===== src/rtl/hefa_pkg.sv =====
package hefa_pkg;

  localparam int MAX_FRAME = 258;
  localparam logic [7:0] H4_EVENT_TYPE = 8'h04;
  localparam logic [8:0] LIMIT_RESET = 9'd258;

  // output queue holds two words per input word plus slack for one stall
  localparam int FIFO_DEPTH = 4;
  localparam int FIFO_AW = $clog2(FIFO_DEPTH);
  localparam int FIFO_CW = $clog2(FIFO_DEPTH + 1);

  typedef struct packed {
    logic [7:0] frame_byte;
    logic [8:0] byte_index;
    logic       last_byte;
    logic       frame_error;
  } result_t;

  typedef struct packed {
    logic    first_valid;
    logic    second_valid;
    result_t first;
    result_t second;
  } push_t;

endpackage


===== src/rtl/hefa_parser.sv =====
module hefa_parser import hefa_pkg::*; (
  input  logic       clk,
  input  logic       rst,
  input  logic       in_fire,
  input  logic [7:0] rx_byte,
  input  logic [8:0] delivery_limit,
  output push_t      push
);

  logic       hunting, hunting_next;
  logic [8:0] bytes_taken, bytes_taken_next;
  logic [8:0] bytes_needed, bytes_needed_next;
  logic [7:0] held_event_code, held_event_code_next;

  logic [9:0] total;
  logic [9:0] idx_inc;
  logic [9:0] limit_ext;
  logic [8:0] taken_after;
  logic [8:0] needed_after;

  assign total     = 10'd2 + {2'b00, rx_byte};
  assign idx_inc   = {1'b0, bytes_taken} + 10'd1;
  assign limit_ext = {1'b0, delivery_limit};

  always_comb begin
    hunting_next         = hunting;
    bytes_taken_next     = bytes_taken;
    bytes_needed_next    = bytes_needed;
    held_event_code_next = held_event_code;
    taken_after          = bytes_taken;
    needed_after         = bytes_needed;
    push                 = '0;
    if (in_fire) begin
      if (hunting) begin
        if (rx_byte == H4_EVENT_TYPE) begin
          hunting_next      = 1'b0;
          bytes_taken_next  = '0;
          bytes_needed_next = 9'd2;
        end
      end else if (bytes_taken == 9'd0) begin
        held_event_code_next = rx_byte;
        bytes_taken_next     = 9'd1;
      end else if (bytes_taken == 9'd1) begin
        if (total > 10'(MAX_FRAME)) begin
          push.first_valid       = 1'b1;
          push.first.frame_byte  = rx_byte;
          push.first.byte_index  = 9'd1;
          push.first.frame_error = 1'b1;
          hunting_next           = 1'b1;
          bytes_taken_next       = '0;
          bytes_needed_next      = '0;
        end else begin
          needed_after = total[8:0];
          taken_after  = 9'd2;
          // code word, then length word, each only if under the limit
          if (delivery_limit != 9'd0) begin
            push.first_valid      = 1'b1;
            push.first.frame_byte = held_event_code;
            push.first.byte_index = 9'd0;
            push.first.last_byte  = (total == 10'd1) || (limit_ext == 10'd1);
          end
          if (delivery_limit > 9'd1) begin
            push.second_valid      = 1'b1;
            push.second.frame_byte = rx_byte;
            push.second.byte_index = 9'd1;
            push.second.last_byte  = (total == 10'd2) || (limit_ext == 10'd2);
          end
          bytes_needed_next = needed_after;
          bytes_taken_next  = taken_after;
          if (taken_after >= needed_after) begin
            hunting_next      = 1'b1;
            bytes_taken_next  = '0;
            bytes_needed_next = '0;
          end
        end
      end else begin
        taken_after = idx_inc[8:0];
        if (bytes_taken < delivery_limit) begin
          push.first_valid      = 1'b1;
          push.first.frame_byte = rx_byte;
          push.first.byte_index = bytes_taken;
          push.first.last_byte  = (idx_inc == {1'b0, bytes_needed}) ||
                                  (idx_inc == limit_ext);
        end
        bytes_taken_next = taken_after;
        if (taken_after >= bytes_needed) begin
          hunting_next      = 1'b1;
          bytes_taken_next  = '0;
          bytes_needed_next = '0;
        end
      end
    end
  end

  always_ff @(posedge clk) begin
    if (rst) begin
      hunting         <= 1'b1;
      bytes_taken     <= '0;
      bytes_needed    <= '0;
      held_event_code <= '0;
    end else begin
      hunting         <= hunting_next;
      bytes_taken     <= bytes_taken_next;
      bytes_needed    <= bytes_needed_next;
      held_event_code <= held_event_code_next;
    end
  end

endmodule


===== src/rtl/hefa_out_fifo.sv =====
module hefa_out_fifo import hefa_pkg::*; (
  input  logic    clk,
  input  logic    rst,
  input  push_t   push,
  output logic    has_room,
  output logic    out_valid,
  input  logic    out_ready,
  output result_t out_word
);

  result_t mem [FIFO_DEPTH];
  logic [FIFO_AW-1:0] wr_ptr;
  logic [FIFO_AW-1:0] rd_ptr;
  logic [FIFO_CW-1:0] count;
  logic [FIFO_CW-1:0] n_push;
  logic               pop;
  logic [FIFO_AW-1:0] second_ptr;

  assign has_room   = count <= FIFO_CW'(FIFO_DEPTH - 2);
  assign out_valid  = count != '0;
  assign out_word   = mem[rd_ptr];
  assign pop        = out_valid && out_ready;
  assign n_push     = FIFO_CW'(push.first_valid) + FIFO_CW'(push.second_valid);
  assign second_ptr = push.first_valid ? wr_ptr + FIFO_AW'(1) : wr_ptr;

  always_ff @(posedge clk) begin
    if (push.first_valid) begin
      mem[wr_ptr] <= push.first;
    end
    if (push.second_valid) begin
      mem[second_ptr] <= push.second;
    end
  end

  always_ff @(posedge clk) begin
    if (rst) begin
      wr_ptr <= '0;
      rd_ptr <= '0;
      count  <= '0;
    end else begin
      wr_ptr <= wr_ptr + n_push[FIFO_AW-1:0];
      if (pop) begin
        rd_ptr <= rd_ptr + FIFO_AW'(1);
      end
      count <= count + n_push - FIFO_CW'(pop);
    end
  end

endmodule


===== src/rtl/hci_event_frame_assembler.sv =====
// channel      dir  tdata fields (low bit up)               tlast      tuser
// s_axis       in   rx_byte[7:0]                             -          -
// m_axis       out  frame_byte[7:0], byte_index[16:8]        last_byte  frame_error
// cfg          in   cfg_wr_data = delivery_limit[8:0], written when cfg_wr_en
//
// one input word is taken per cycle; its results are written into the output
// queue at the accepting edge, can leave from the next edge on, one word per cycle.
// a length word can make two results, so a four-entry queue takes input only
// while two entries are free.
// rst is synchronous and puts the parser back to hunting with the queue empty.
// a stall on m_axis backs up into s_axis_tready once the queue fills.
module hci_event_frame_assembler import hefa_pkg::*; (
  input  logic        clk,
  input  logic        rst,
  input  logic        s_axis_tvalid,
  output logic        s_axis_tready,
  input  logic [7:0]  s_axis_tdata,   // rx_byte
  output logic        m_axis_tvalid,
  input  logic        m_axis_tready,
  output logic [23:0] m_axis_tdata,   // frame_byte, byte_index, zero pad
  output logic        m_axis_tlast,   // last_byte
  output logic [0:0]  m_axis_tuser,   // frame_error
  input  logic        cfg_wr_en,
  input  logic [8:0]  cfg_wr_data
);

  logic [8:0] delivery_limit;
  logic       in_fire;
  push_t      push;
  result_t    out_word;

  always_ff @(posedge clk) begin
    if (rst) begin
      delivery_limit <= LIMIT_RESET;
    end else if (cfg_wr_en) begin
      delivery_limit <= cfg_wr_data;
    end
  end

  assign in_fire = s_axis_tvalid && s_axis_tready;

  hefa_parser u_parser (
    .clk            (clk),
    .rst            (rst),
    .in_fire        (in_fire),
    .rx_byte        (s_axis_tdata),
    .delivery_limit (delivery_limit),
    .push           (push)
  );

  hefa_out_fifo u_fifo (
    .clk       (clk),
    .rst       (rst),
    .push      (push),
    .has_room  (s_axis_tready),
    .out_valid (m_axis_tvalid),
    .out_ready (m_axis_tready),
    .out_word  (out_word)
  );

  assign m_axis_tdata = {7'd0, out_word.byte_index, out_word.frame_byte};
  assign m_axis_tlast = out_word.last_byte;
  assign m_axis_tuser = out_word.frame_error;

endmodule


===== config.mk =====
export PLATFORM = sky130hd
export DESIGN_NAME = hci_event_frame_assembler
export DESIGN_NICKNAME = d
export VERILOG_FILES = /design/src/rtl/hefa_pkg.sv /design/src/rtl/hefa_parser.sv /design/src/rtl/hefa_out_fifo.sv /design/src/rtl/hci_event_frame_assembler.sv
export SDC_FILE = /design/constraint.sdc
export NUM_CORES = 1
export LEC_CHECK = 0
export CAP_MARGIN = 15
export CORE_MARGIN = 2
export CORE_UTILIZATION = 50
export DETAILED_ROUTE_END_ITERATION = 8
export DONT_BUFFER_PORTS = 1
export SLEW_MARGIN = 5
export SYNTH_ARGS = -nofsm -noshare
export SYNTH_HDL_FRONTEND = slang
export SYNTH_HIERARCHICAL = 1
export SYNTH_SLANG_ARGS = --single-unit

===== constraint.sdc =====
create_clock -name clk -period 5.2 [get_ports clk]
set_clock_uncertainty 0.05 [all_clocks]
set_input_delay 1.04 -clock clk [delete_from_list [all_inputs] [get_ports clk]]
set_output_delay 1.04 -clock clk [all_outputs]
set_load 0.02 [all_outputs]

==> results.py, run 1 <==
metrics = {
    "status": {
        "outcome": "finished clean",
    },
    "die": {
        "die_x_um": 128,
        "die_h_um": 128,
        "dieArea_sq_um": 16500,
        "initial_utilization_pct": 51.0,
        "placementRows": 45,
        "ioPinCount": 50,
        "coreArea_sq_um": 15100,
    },
    "hold_path": {
        "hold_path_depth": 1,
        "holdPathEnd": "u_parser/bytes_needed[6]$_SDFFE_PP0P_",
        "min_from": "u_parser/bytes_needed[6]$_SDFFE_PP0P_",
        "hold_path_class": "flip-flop to flip-flop",
    },
    "sta": {
        "setup_viol": 0,
        "setup_tns_ps": 0,
        "max_slew_margin_pct": 32.9,
        "period_share_pct": 80.2,
        "worst_pin_slew_ps": 1000,
        "min_period_ps": 4170,
        "final_hold_viol_count": 0,
        "slew_violations": 0,
        "max_freq_mhz": 240,
        "rsz0062_at_grt": "no",
    },
    "final_layout": {
        "fillers": 1236,
        "drive_above_1_share_pct": 23.9,
        "finalNetCount": 687,
        "layout_commonest_cell": "edfxtp_1",
        "n_antenna_cell": 0,
        "fin_area_sq_um": 8420,
        "syn2layout_area_growth_pct": 8.98,
        "register_area_sq_um": 3180,
        "multiInputGateArea_sq_um": 4080,
        "fin_cells": 832,
        "mostFrequentLayoutCells": "edfxtp_1, mux2_4, dfxtp_1",
    },
    "clock_tree": {
        "clock-sinks": 121,
        "postCtsSetupRepairBufs": 0,
        "root_buffer": "clkbuf_16",
        "ctsResizeCount": 0,
        "tritoncts": "built",
        "cts-htree-levels": 4,
        "clock_path_buffers": 2,
        "path_clk_slew_ps": 50,
        "cts_made_buffers": 17,
        "clkLatencyLatePin_ps": 420,
        "hold_buffers": 0,
    },
    "global_routing": {
        "antenna_found_initial": 0,
        "first_global_vias": 4814,
        "grt_first_pass_wirelength_um": 26200,
        "grt_overflow": 0,
        "groute.usage.overall_pct": 21.1,
        "grt_max_degree": 41,
    },
    "synthesis": {
        "yosys_register_bits": 121,
        "yosys_most_used_dff": "edfxtp_1",
        "synth_area_sq_um": 7730,
        "synth_top_cell_by_area": "edfxtp_1",
        "synth_area_leaders": "edfxtp_1, dfxtp_1, mux2_4",
        "syn_area_per_cell_sq_um": 12.2,
        "synth_top_area_share_pct": 29.5,
        "yosysWarnings": 6,
        "yosysUniqueCellTypes": 81,
        "yosysSeqAreaShare_pct": 41.2,
        "synthesis.instances": 633,
        "synth_enable_flop_cells": 76,
        "synthArstFlopShare_pct": 0,
    },
    "job": {
        "drv_cap": 0,
    },
    "place": {
        "io_buffers": 0,
        "place_congestion": 0.837,
        "place_area_sq_um": 7760,
        "hpwl_um": 11700,
        "dp_cells": 799,
    },
    "routing": {
        "drt-initial-drc-count": 324,
        "firstDrtPassIters": 4,
        "wirelength_um": 16600,
        "wl_per_cell_um": 20.0,
        "drtAntennaViolNets": 0,
        "drc": 0,
        "vias": 4811,
        "viasPerCell": 5.78,
    },
    "setup_path": {
        "r2r_setup_slack_ps": 1030,
        "r2r-start": "u_fifo/count[0]$_SDFF_PP0_",
        "crit_arrival_ps": 4430,
        "cp-end-kind": "flip-flop",
        "worstSetupPathType": "flip-flop to flip-flop",
        "cp_data_required_time_ps": 5460,
        "r2r-end": "u_fifo/count[2]$_SDFF_PP0_",
        "crit_fanout": 13,
        "crit_path_start_kind": "flip-flop",
        "reg2regPathDepth": 18,
    },
    "power": {
        "leakagePower_nw": 3.44,
        "power_density_nw_per_um2": 323,
        "ir_drop_mv": 0.212,
        "fin_total_pwr_mw": 2.72,
    },
}
how the worst max path moves through the flow:
stage / startpoint / end / cells after the start
2_1_floorplan: s_axis_tdata[1] / u_fifo/count[2]$_SDFF_PP0_ / 17
3_3_place_gp: s_axis_tvalid / u_fifo/count[2]$_SDFF_PP0_ / 17
3_5_place_dp: s_axis_tvalid / u_fifo/count[2]$_SDFF_PP0_ / 17
4_1_cts: u_fifo/count[0]$_SDFF_PP0_ / u_fifo/count[2]$_SDFF_PP0_ / 18
5_1_grt: u_fifo/count[0]$_SDFF_PP0_ / u_fifo/count[2]$_SDFF_PP0_ / 18
6_report: u_fifo/count[0]$_SDFF_PP0_ / u_fifo/count[2]$_SDFF_PP0_ / 18
logic make-up (layout without fill, tap and decap cells):
kind of cell | Yosys count | after routing | synth area share, %
AOI/OAI and AO/OA | 88 | 88 | 9.21
xor gates and xnor gates | 25 | 25 | 3.37
adders and majority gates | 34 | 34 | 5.60
buffers and inverters | 86 | 83 | 6.93
DFF | 121 | 121 | 41.2
muxes | 109 | 109 | 21.2
other | 2 | 16 | 0.0972
and+or+nand+nor | 168 | 168 | 12.4
where the power goes:
group | internal (mW) | switching, mW
registers | 1.03 | 0.0457
logic | 0.176 | 0.199
clock network | 0.839 | 0.428
flip-flops by register name (all words and copies together), names as in the netlist, named ones only:
signal / cells
u_fifo/mem: 76
u_parser/hunting: 1
u_fifo/wr_ptr: 2
u_fifo/rd_ptr: 2
u_fifo/count: 3
u_parser/bytes_taken: 9
u_parser/held_event_code: 8
u_parser/bytes_needed: 9
delivery_limit: 9
cells in the mapped netlist, types with 8 or more instances:
master    number
mux2_4        57
a32o_1         8
a21oi_1       10
inv_1         33
mux4_2        19
edfxtp_1      76
nor3_1        11
buf_2          9
mux2i_1       14
buf_4         21
and2_1        17
xor2_1        11
nand2_1       29
ha_1          33
mux2_1        19
xnor2_1       11
dfxtp_1       45
nor2_1        43
buf_6         16
critical path, cell delays in order (launching register included):
cell and delay (ps):
dfxtp_1 330, a21oi_1 460, and2_1 300, nand2b_1 230
or2_2 400, o21ai_1 130, buf_4 160, a21boi_1 170
buf_4 220, ha_1 270, inv_1 70, ha_1 210
inv_1 50, ha_1 130, inv_1 50, fa_1 380
xnor2_1 210, xnor2_1 150, nor2_1 60
metrics by stage:
| step | utilization [%] | setup WS (ps) | hold WS, ps |
|---|---|---|---|
| final | 55.6 | 1030 | 418 |
| after global routing | 55.6 | 746 | 451 |
| after CTS | 55.4 | 1020 | 423 |
| after detailed placement | 51.2 | 898 | 410 |
| after global placement | 51.2 | 1010 | 403 |
| after floorplan | - | 1110 | 392 |
cell type report:
type / count / share of cell area, %
inverters: 34 / 1.51
flip-flops and latches: 121 / 37.8
well taps: 188 / 2.79
multi-input cells: 440 / 48.4
clock buffers: 21 / 5.58
repair buffers: 17 / 1.90
clock inverters: 11 / 1.99
per-layer routing:
layer	vias up	global-route usage [%]	share of wire, %
li1	2310	-	-
met1	2367	27.4	46
met2	107	34.7	47
met3	27	4.20	4.4
met4	0	8.60	2.3
met5	-	0	0
(Power assumes the default switching activity.)
==> run 2: changes to the inputs <==
--- a/config.mk
+++ b/config.mk
@@ -5,6 +5,7 @@
 export SDC_FILE = /design/constraint.sdc
 export NUM_CORES = 1
 export LEC_CHECK = 0
+export ABC_AREA = 1
 export CAP_MARGIN = 15
 export CORE_MARGIN = 2
 export CORE_UTILIZATION = 50
==> constraint.sdc (replaced) <==
create_clock -name clk -period 3.95 [get_ports clk]
set_clock_uncertainty 0.05 [all_clocks]
set_input_delay 0.79 -clock clk [delete_from_list [all_inputs] [get_ports clk]]
set_output_delay 0.79 -clock clk [all_outputs]
set_load 0.02 [all_outputs]
==> results.py, run 2 <==
metrics = {
    "final_layout": {
        "largest_register_ffs": 76,
        "finalNetCount": 1102,
        "max_flop_register": "u_fifo/mem",
        "syn2layout_area_growth_pct": 8.24,
        "n_antenna_cell": 0,
        "mostFrequentLayoutCells": "nand2_1, nor2_1, inv_1",
        "layout_commonest_cell": "nand2_1",
        "drive_above_1_share_pct": 10.2,
        "fin_area_sq_um": 8600,
    },
    "global_routing": {
        "grt_overflow": 0,
        "first_global_vias": 6334,
        "grt_max_degree": 48,
        "grt_first_pass_wirelength_um": 32500,
        "groute.usage.overall_pct": 25.1,
        "antenna_found_initial": 0,
    },
    "clock_tree": {
        "cts-htree-levels": 4,
        "postCtsSetupRepairBufs": 0,
        "ctsResizeCount": 0,
        "clkLatencyLatePin_ps": 410,
        "path_clk_slew_ps": 60,
        "root_buffer": "clkbuf_16",
        "cts_made_buffers": 17,
        "hold_buffers": 0,
        "clock_path_buffers": 2,
        "clock-sinks": 121,
        "tritoncts": "built",
    },
    "synthesis": {
        "synth_top_cell_by_area": "edfxtp_1",
        "synthesis.instances": 1057,
        "yosys.cell_count.top_type": "nand2_1",
        "yosysWarnings": 6,
        "synth_top_area_share_pct": 28.7,
        "yosys_register_bits": 121,
        "synthArstFlopShare_pct": 0,
        "synth_area_leaders": "edfxtp_1, nand2_1, dfxtp_1",
        "syn_area_per_cell_sq_um": 7.52,
        "synth_area_sq_um": 7940,
        "synth_enable_flop_cells": 76,
        "synth_commonest_cells": "nand2_1, nor2_1, inv_1",
        "yosysUniqueCellTypes": 49,
        "yosysSeqAreaShare_pct": 40.1,
        "yosys_most_used_dff": "edfxtp_1",
    },
    "sta": {
        "worst_pin_slew_ps": 781,
        "max_slew_margin_pct": 47.4,
        "period_share_pct": 87.9,
        "min_period_ps": 3470,
        "rsz0062_at_grt": "no",
        "final_hold_viol_count": 0,
        "slew_violations": 0,
        "setup_viol": 0,
        "setup_tns_ps": 0,
        "max_freq_mhz": 288,
        "fin_ws_ps": 478,
    },
    "place": {
        "dp_slack_ps": 301,
        "place_area_sq_um": 7970,
        "hpwl_um": 13800,
        "io_buffers": 0,
        "place_congestion": 0.930,
    },
    "routing": {
        "drtAntennaViolNets": 0,
        "vias": 6772,
        "wirelength_um": 20500,
        "viasPerCell": 5.31,
        "wl_per_cell_um": 16.1,
        "drt-initial-drc-count": 399,
        "drc": 0,
        "firstDrtPassIters": 5,
    },
    "status": {
        "outcome": "finished clean",
    },
    "setup_path": {
        "crit_arrival_ps": 3770,
        "crit_path_start_kind": "flip-flop",
        "crit_fanout": 5,
        "r2r-start": "delivery_limit[8]$_SDFFE_PP1P_",
        "cp_slowest_cell": "o211ai_1",
        "cp-end-kind": "flip-flop",
        "crit_top_cell": "inv_1",
        "max_stage_delay_ps": 490,
        "startpoint": "delivery_limit[8]$_SDFFE_PP1P_",
        "cp_data_required_time_ps": 4250,
        "crit_chain": "inv_1 -> ha_1 -> nand2_1 -> nor2_1 -> nand2_1 -> o211ai_1 -> nor2_4 -> o22ai_1 -> inv_1 -> ha_1 -> inv_1 -> ha_1 -> inv_1 -> ha_1 -> inv_1 -> fa_1 -> nand3b_1 -> a21oi_1",
        "worstSetupPathType": "flip-flop to flip-flop",
        "crit_buf_inv": 5,
        "crit_family": "adder cells",
    },
    "power": {
        "power_density_nw_per_um2": 424,
        "p_seq_share_pct": 38.2,
        "internal_power_mw": 2.62,
        "combinationalPowerShare_pct": 15.9,
        "p_clk_share_pct": 45.9,
        "leakagePower_nw": 3.94,
        "ir_drop_mv": 0.283,
        "p_sw_mw": 1.03,
        "swShare_pct": 28.2,
        "fin_total_pwr_mw": 3.65,
    },
    "die": {
        "initial_utilization_pct": 50.6,
        "die_h_um": 130,
        "ioPinCount": 50,
        "placementRows": 46,
        "die_x_um": 130,
        "dieArea_sq_um": 16900,
        "coreArea_sq_um": 15700,
    },
    "hold_path": {
        "hold_path_class": "flip-flop to flip-flop",
        "min_from": "u_parser/held_event_code[6]$_SDFFE_PP0P_",
    },
    "job": {
        "drv_cap": 0,
    },
}
run 2: cell count changes after synthesis, sizes merged, moves of 14 or more:
cell,previous run,this run
mux2i,14,0
nand4,6,55
nand3,8,47
inv,34,98
mux2,76,0
mux4,19,0
o21ai,10,52
a21oi,10,46
and2,17,0
nor2,44,124
o22ai,1,20
nand2,30,358
run 2: area by class of cell:
type / instances / area (sq um)
Fill cell: 1512 / 7110
Sequential cell: 121 / 3180
Tap cell: 216 / 270
Multi-Input combinational cell: 786 / 3980
Timing Repair Buffer: 20 / 150
Inverter: 100 / 380
Clock inverter: 14 / 203
Clock buffer: 18 / 429
run 2: final timing paths:
check / end / depth (start not counted) / slack [ps]
worst max-delay path: u_fifo/count[2]$_SDFF_PP0_ / 18 / 480
worst min-delay path: u_parser/held_event_code[6]$_SDFFE_PP0P_ / 2 / 390
worst max register to register: u_fifo/count[2]$_SDFF_PP0_ / 18 / 480
worst min register to register: u_parser/held_event_code[6]$_SDFFE_PP0P_ / 2 / 390
run 2: cell families (layout without fill, tap and decap cells):
family          count (synthesis)  in the layout  share of synthesized area (%)
other cells                     2             16                         0.0945
fa+ha+maj                      34             34                           5.45
simple gates                  605            605                           34.6
compound gates                129            129                           9.07
xor+xnor                        2              2                          0.221
buf+inv                       164            152                           10.5
flops                         121            121                           40.1
run 2: metal layers:
layer,GRT usage (%),wire [um],part of all wire [%]
met5,0,0,0
met1,32.2,9140,45
met2,43.1,10000,49
met3,4.39,973,4.7
met4,8.48,367,1.8
run 2: worst register-to-register path, stage by stage (launching register included):
cell	delay (ps)
dfxtp_1	400
inv_1	80
ha_1	300
nand2_1	70
nor2_1	120
nand2_1	60
o211ai_1	490
nor2_4	110
o22ai_1	140
inv_1	70
ha_1	300
inv_1	50
ha_1	260
inv_1	50
ha_1	130
inv_1	50
fa_1	370
nand3b_1	170
a21oi_1	130
run 2: per-stage QoR:
step / utilization [%] / hold WS (ps) / instances
2_1_floorplan: - / 374 / 1071
3_3_place_gp: 50.7 / 385 / 1243
3_5_place_dp: 50.7 / 387 / 1243
4_1_cts: 54.7 / 377 / 1275
5_1_grt: 54.7 / 377 / 1275
6_report: 54.7 / 393 / 1275
run 2: power by group through the flow:
stage | clock [mW] | sequential, mW | combinational (mW)
final | 1.68 | 1.39 | 0.581
after global routing | 1.75 | 1.40 | 0.658
after CTS | 1.70 | 1.39 | 0.585
after detailed placement | 0 | 1.42 | 0.585
after global placement | 0 | 1.42 | 0.580
after floorplan | 0 | 1.40 | 0.501
